$ cat config.mk
export PLATFORM = sky130hd
export DESIGN_NAME = fyv_front
export DESIGN_NICKNAME = d
export VERILOG_FILES = /design/src/rtl/core/fyv_pkg.sv /design/src/rtl/core/fyv_front.sv
export SDC_FILE = /design/constraint.sdc
export NUM_CORES = 2
export LEC_CHECK = 0
export ABC_CLOCK_PERIOD_IN_PS = 13820
export BUFFER_PORTS_ARGS = -buffer_cell sky130_fd_sc_hd__buf_2
export CORE_UTILIZATION = 60
export CTS_BUF_LIST = sky130_fd_sc_hd__clkbuf_4
export DETAILED_ROUTE_END_ITERATION = 6
export GPL_TIMING_DRIVEN = 0
export PLACE_DENSITY = 0.76
export RECOVER_POWER = 25
export SLEW_MARGIN = 20
export SYNTH_ARGS = -nofsm -noshare
export SYNTH_HDL_FRONTEND = slang
export SYNTH_SLANG_ARGS = --single-unit
$ cat constraint.sdc
create_clock -name clock -period 13.82 [get_ports clock]
set_input_delay 0.691 -clock clock [delete_from_list [all_inputs] [get_ports clock]]
set_output_delay 0.691 -clock clock [all_outputs]
set_load 0.05 [all_outputs]
$ cat src/rtl/core/fyv_pkg.sv
// Shared types, constants and CORDIC helpers for the formation yaw velocity controller.
// Depends on nothing; the front end, the CORDIC pipe, the back end and the top level use it.
package fyv_pkg;

   localparam int CORDIC_ITERATIONS = 16;   // 8 .. 24

   localparam int AXW = 40;   // atan2 vector width
   localparam int AZW = 34;   // atan2 angle width, Q30
   localparam int SXW = 34;   // sin/cos vector width, Q30
   localparam int SZW = 36;   // sin/cos angle width, Q30

   localparam int CSR_IDX_W  = 3;
   localparam int CSR_DATA_W = 16;

   localparam logic [CSR_IDX_W-1:0] CSR_OFFSET_X = 3'd0;
   localparam logic [CSR_IDX_W-1:0] CSR_OFFSET_Y = 3'd1;
   localparam logic [CSR_IDX_W-1:0] CSR_GAIN_X   = 3'd2;
   localparam logic [CSR_IDX_W-1:0] CSR_GAIN_Y   = 3'd3;
   localparam logic [CSR_IDX_W-1:0] CSR_GAIN_Z   = 3'd4;
   localparam logic [CSR_IDX_W-1:0] CSR_GAIN_YAW = 3'd5;

   localparam logic signed [SZW-1:0] PI_Q30      = 36'sd3373259369;
   localparam logic signed [SZW-1:0] HALF_PI_Q30 = 36'sd1686629684;
   localparam logic signed [SXW-1:0] KGAIN_Q30   = 34'sd652032874;
   localparam logic signed [17:0]    PI_Q12      = 18'sd12868;

   typedef struct packed {
      logic signed [16:0] dx;     // setpoint minus measured, Q5.10
      logic signed [16:0] dy;
      logic signed [16:0] dz;
      logic signed [14:0] syaw;   // setpoint yaw, Q3.12
   } ctx_type;

   typedef struct packed {
      logic signed [AXW-1:0] ax;
      logic signed [AXW-1:0] ay;
      logic signed [AZW-1:0] az;
      logic                  zero;   // both atan2 operands zero
      logic signed [SXW-1:0] sx;
      logic signed [SXW-1:0] sy;
      logic signed [SZW-1:0] sz;
      logic                  neg;    // result of sin/cos to be negated
      ctx_type               ctx;
   } cdc_type;

   function automatic logic [31:0] atan_tab(input logic [4:0] idx);
      logic [31:0] r;
      case (idx)
         5'd0:  r = 32'h3243F6A8;
         5'd1:  r = 32'h1DAC6705;
         5'd2:  r = 32'h0FADBAFC;
         5'd3:  r = 32'h07F56EA6;
         5'd4:  r = 32'h03FEAB76;
         5'd5:  r = 32'h01FFD55B;
         5'd6:  r = 32'h00FFFAAA;
         5'd7:  r = 32'h007FFF55;
         5'd8:  r = 32'h003FFFEA;
         5'd9:  r = 32'h001FFFFD;
         5'd10: r = 32'h000FFFFF;
         5'd11: r = 32'h0007FFFF;
         5'd12: r = 32'h0003FFFF;
         5'd13: r = 32'h0001FFFF;
         5'd14: r = 32'h0000FFFF;
         5'd15: r = 32'h00007FFF;
         5'd16: r = 32'h00003FFF;
         5'd17: r = 32'h00001FFF;
         5'd18: r = 32'h00000FFF;
         5'd19: r = 32'h000007FF;
         5'd20: r = 32'h000003FF;
         5'd21: r = 32'h000001FF;
         5'd22: r = 32'h000000FF;
         5'd23: r = 32'h0000007F;
         default: r = 32'h0;
      endcase
      return r;
   endfunction

   // One CORDIC micro-rotation of both engines: vectoring (atan2) and rotation (sin/cos).
   function automatic cdc_type cordic_step(input cdc_type a, input logic [4:0] i);
      cdc_type r;
      logic signed [SZW-1:0] t;
      t = $signed({4'b0, atan_tab(i)});
      r = a;
      if (a.ay > 0) begin
         r.ax = a.ax + (a.ay >>> i);
         r.ay = a.ay - (a.ax >>> i);
         r.az = a.az + AZW'(t);
      end else begin
         r.ax = a.ax - (a.ay >>> i);
         r.ay = a.ay + (a.ax >>> i);
         r.az = a.az - AZW'(t);
      end
      if (a.sz >= 0) begin
         r.sx = a.sx - (a.sy >>> i);
         r.sy = a.sy + (a.sx >>> i);
         r.sz = a.sz - t;
      end else begin
         r.sx = a.sx + (a.sy >>> i);
         r.sy = a.sy - (a.sx >>> i);
         r.sz = a.sz + t;
      end
      return r;
   endfunction

endpackage

$ cat src/rtl/core/fyv_front.sv
// Front end: quaternion products, atan2 operands and CORDIC start vectors (two stages).
// Depends on fyv_pkg.
module fyv_front (
   input  logic                   clock,
   input  logic                   reset,
   input  logic                   adv,
   input  logic                   in_valid,
   input  logic signed [15:0]     setpoint_x,
   input  logic signed [15:0]     setpoint_y,
   input  logic signed [15:0]     setpoint_z,
   input  logic signed [14:0]     setpoint_yaw,
   input  logic signed [15:0]     meas_x,
   input  logic signed [15:0]     meas_y,
   input  logic signed [15:0]     meas_z,
   input  logic signed [15:0]     quat_x,
   input  logic signed [15:0]     quat_y,
   input  logic signed [15:0]     quat_z,
   input  logic signed [15:0]     quat_w,
   output logic                   out_valid,
   output fyv_pkg::cdc_type       out_data
);

   logic               v1_ff;
   logic signed [31:0] p_zw_ff, p_xy_ff, p_yy_ff, p_zz_ff;
   fyv_pkg::ctx_type   ctx1_ff, ctx1_in;

   logic               v2_ff;
   fyv_pkg::cdc_type   st2_ff, st2_in;

   logic signed [32:0] sum_a, sum_b;
   logic signed [33:0] num;
   logic signed [34:0] den;
   logic signed [fyv_pkg::SZW-1:0] zin;

   always_comb begin
      ctx1_in.dx   = 17'(setpoint_x) - 17'(meas_x);
      ctx1_in.dy   = 17'(setpoint_y) - 17'(meas_y);
      ctx1_in.dz   = 17'(setpoint_z) - 17'(meas_z);
      ctx1_in.syaw = setpoint_yaw;
   end

   always_ff @(posedge clock) begin
      if (reset) begin
         v1_ff <= 1'b0;
      end else if (adv) begin
         v1_ff <= in_valid;
      end
      if (adv) begin
         p_zw_ff <= 32'(quat_z) * 32'(quat_w);
         p_xy_ff <= 32'(quat_x) * 32'(quat_y);
         p_yy_ff <= 32'(quat_y) * 32'(quat_y);
         p_zz_ff <= 32'(quat_z) * 32'(quat_z);
         ctx1_ff <= ctx1_in;
      end
   end

   always_comb begin
      sum_a = 33'(p_zw_ff) + 33'(p_xy_ff);
      sum_b = 33'(p_yy_ff) + 33'(p_zz_ff);
      num   = 34'(sum_a) <<< 1;
      den   = 35'sd268435456 - (35'(sum_b) <<< 1);

      st2_in      = '0;
      st2_in.ctx  = ctx1_ff;
      st2_in.zero = (num == 0) && (den == 0);
      if (den < 0) begin
         if (num >= 0) begin
            st2_in.ax = fyv_pkg::AXW'(num);
            st2_in.ay = -fyv_pkg::AXW'(den);
            st2_in.az = fyv_pkg::AZW'(fyv_pkg::HALF_PI_Q30);
         end else begin
            st2_in.ax = -fyv_pkg::AXW'(num);
            st2_in.ay = fyv_pkg::AXW'(den);
            st2_in.az = -fyv_pkg::AZW'(fyv_pkg::HALF_PI_Q30);
         end
      end else begin
         st2_in.ax = fyv_pkg::AXW'(den);
         st2_in.ay = fyv_pkg::AXW'(num);
         st2_in.az = '0;
      end

      // leader yaw to Q30, folded into +-pi/2
      zin = fyv_pkg::SZW'(ctx1_ff.syaw) <<< 18;
      st2_in.sx = fyv_pkg::KGAIN_Q30;
      st2_in.sy = '0;
      if (zin > fyv_pkg::HALF_PI_Q30) begin
         st2_in.sz  = zin - fyv_pkg::PI_Q30;
         st2_in.neg = 1'b1;
      end else if (zin < -fyv_pkg::HALF_PI_Q30) begin
         st2_in.sz  = zin + fyv_pkg::PI_Q30;
         st2_in.neg = 1'b1;
      end else begin
         st2_in.sz  = zin;
         st2_in.neg = 1'b0;
      end
   end

   always_ff @(posedge clock) begin
      if (reset) begin
         v2_ff <= 1'b0;
      end else if (adv) begin
         v2_ff <= v1_ff;
      end
      if (adv) begin
         st2_ff <= st2_in;
      end
   end

   assign out_valid = v2_ff;
   assign out_data  = st2_ff;

endmodule

==> reports/qor.yml <==
drv_slew: 368
violations: "DRC, capacitance limit, slew limit"
synth_top_area_share_pct: 34.32
run_status: "complete, but fails checks"
portBuffers: 390
dpl.hpwl_um: 132100
finalCritPeriodShare_pct: 60.82
max_freq_mhz: 119.0
grt_use_total_pct: 32.67
std_cell_rows: 113
ys_seq_area_share_pct: 18.62
hold_path_class: "in -> reg"
syn-cell-area_um2: 58100
drc: 4
grt_pass1_wl_um: 244400
cts-root-buf: "clkbuf_4"
num_vias: 43590
final_cell_mix: "inv_1 (1356), fa_1 (996), nand2_1 (545), ha_1 (463), buf_2 (393)"
syn_area_per_cell_um2: 9.682
core_area_um2: 95440
maxSlewHeadroom_pct: -259.9
start_util_pct: 60.88
final_hold_viol_count: 0
wl_per_cell_um: 19.74
drt_iter0_drc: 3236
cp.arrival_ns: 9.03
post-route-min-period_ns: 8.405
antenna_found_initial: 16
netlist-cell-type-count: 99
antenna_left: 0
drv_cap: 4
grt_overflow: 0
synth_edf_count: 359
worst_slew_pin_slew_ns: 5.399
rsz0062_at_grt: "false"
synth_compound_area_share_pct: 7.751
synthFlopType: "edfxtp_1"
nNetsFinal: 8219
post_route_cells_drive_above_1_share_pct: 10.66
cp.required_ns: 14.45
yosysTopAreaCell: "fa_1"
synth_seq_cells: 361
post_cts_buffers: 0
drt_pass1_iterations: 7
synth_fa_ha_area_share_pct: 44.29
die_w_um: 313.2
postSynthCellCount: 6001
worstSetupEndpointType: "flip-flop"
cp_max_fo: 10
cts_max_level: 3
clkSinkCount: 361
cp-start-kind: "input port"
cts_tree: "done"
place.gp.congestion: 0.9809
die-height_um: 313.2
synth.area.mux_share_pct: 0.3812
path_clk_slew_ns: 0.07
grt_pass1_vias: 45000
synth.area.top_cells: "fa_1 (34%), edfxtp_1 (19%), ha_1 (10%), inv_1 (8.8%), and2_1 (3.8%)"
setup_viol: 0
pin_count: 466
ctsResizeCount: 0
grt_max_degree: 103
numCtsBuffers: 93
skew_ns: 0.07632
synth_xor_area_share_pct: 4.929
totalWireLength_um: 156500
rrSetupSlack_ns: 8.10
clock_path_buffers: 3
async_flop_share_pct: 0
yosys.area_share.simple_pct: 12.44
finalSetupTns_ns: 0
clk_latency_ns: 0.91
criticalPathCategory: "in -> reg"
area_delta_synth_final_pct: 8.989
synth_top_family_by_area: "adder cells"
routed_via_density: 5.500
yosys_warnings: 0
dieArea_um2: 98080
layout_commonest_cell: "inv_1"
-- metrics by stage --
step	std cells	area (um^2)	util, %	hold WS, ns	setup slack [ns]
2_1_floorplan	6077	58380	-	0.4003	6.637
3_3_place_gp	7732	61920	64.88	0.4003	4.910
3_5_place_dp	7735	62020	64.98	0.4045	4.806
4_1_cts	7916	63380	66.41	0.06141	5.702
5_1_grt	7921	63310	66.34	0.07274	5.138
6_report	7925	63320	66.35	0.1054	5.415
-- layer usage --
| layer | up-vias | GRT usage (%) | wire (um) |
|---|---|---|---|
| li1 | 19700 | - | - |
| met1 | 21530 | 41.29 | 59500 |
| met2 | 1965 | 53.51 | 73700 |
| met3 | 387 | 7.245 | 14780 |
| met4 | 12 | 15.53 | 8378 |
| met5 | - | 0 | 99 |
-- final cells by class --
| cell class | count | area [um^2] |
|---|---|---|
| well taps | 1265 | 1583 |
| clock inverters | 41 | 274.0 |
| flip-flops and latches | 361 | 10820 |
| clock buffers | 124 | 930.9 |
| repair buffers | 409 | 2120 |
| plain buffers | 307 | 1623 |
| fillers | 7848 | 32110 |
| diodes | 9 | 22.52 |
| inverters | 1359 | 5101 |
| multi-input cells | 4050 | 40850 |
-- logic make-up after synthesis --
family / Yosys count
AND/OR/NAND/NOR: 1464
adder cells (fa/ha/maj): 1459
AO/OA/AOI/OAI: 700
XOR/XNOR: 327
buffers and inverters: 1666
other: 2
flip-flops: 361
multiplexers: 22
-- final timing paths --
| path | endpoint | depth (start not counted) | startpoint |
|---|---|---|---|
| setup / recovery | p_xy_ff[30]$_DFFE_PP_ | 23 | quat_y[3] |
| hold / removal | v1_ff$_SDFFE_PP0P_ | 3 | in_valid |
| setup reg to reg | out_data[171]$_DFFE_PP_ | 14 | p_xy_ff[1]$_DFFE_PP_ |
| hold reg to reg | out_data[42]$_DFFE_PP_ | 0 | ctx1_ff[42]$_DFFE_PP_ |
-- state kept, by name, summed over array words and instances, names as in the netlist --
register / count
p_zz_ff: 31
p_yy_ff: 31
p_zw_ff: 32
ctx1_ff: 66
out_data: 167
v1_ff: 1
out_valid: 1
p_xy_ff: 32
-- timing repair --
action	4_1_cts	5_1_grt
setup endpoints to repair	0	0
hold endpoints to repair	17	0
hold buffers	16	0
-- Yosys cell counts (all sizes together) (8+ instances only) --
library cell,number
a211oi,17
nand2b,51
or3,15
nor2,250
nand4,25
clkbuf,176
o21ai,179
fa,996
a2111oi,10
nor3b,8
o21a,27
xor2,98
o211ai,13
nand3,46
and3,17
buf,131
mux2i,21
xnor2,229
o31ai,19
a21boi,21
a21o,78
inv,1357
ha,463
a21oi,181
nor4,9
a31o,18
o22ai,10
o21bai,29
edfxtp,359
nand2,546
a31oi,31
and2,353
nor2b,43
or2,14
nor3,52
-- critical path, stage by stage --
cell and delay [ns]:
buf_2 0.23, clkbuf_1 0.64, clkbuf_1 0.58, nand2_1 0.15, fa_1 0.49, fa_1 0.58, fa_1 0.45, fa_1 0.56
inv_1 0.05, fa_1 0.50, fa_1 0.44, ha_1 0.31, inv_1 0.11, o21bai_1 0.08, a41o_1 0.26, o311a_1 0.31
o21a_1 0.20, o41ai_1 0.66, o21ai_0 0.49, a211oi_1 0.63, o31ai_1 0.19, a21oi_1 0.20, xnor2_1 0.22
Power is not shown: default switching activity piles up to over one toggle a cycle in this logic, so the estimate is an artifact.
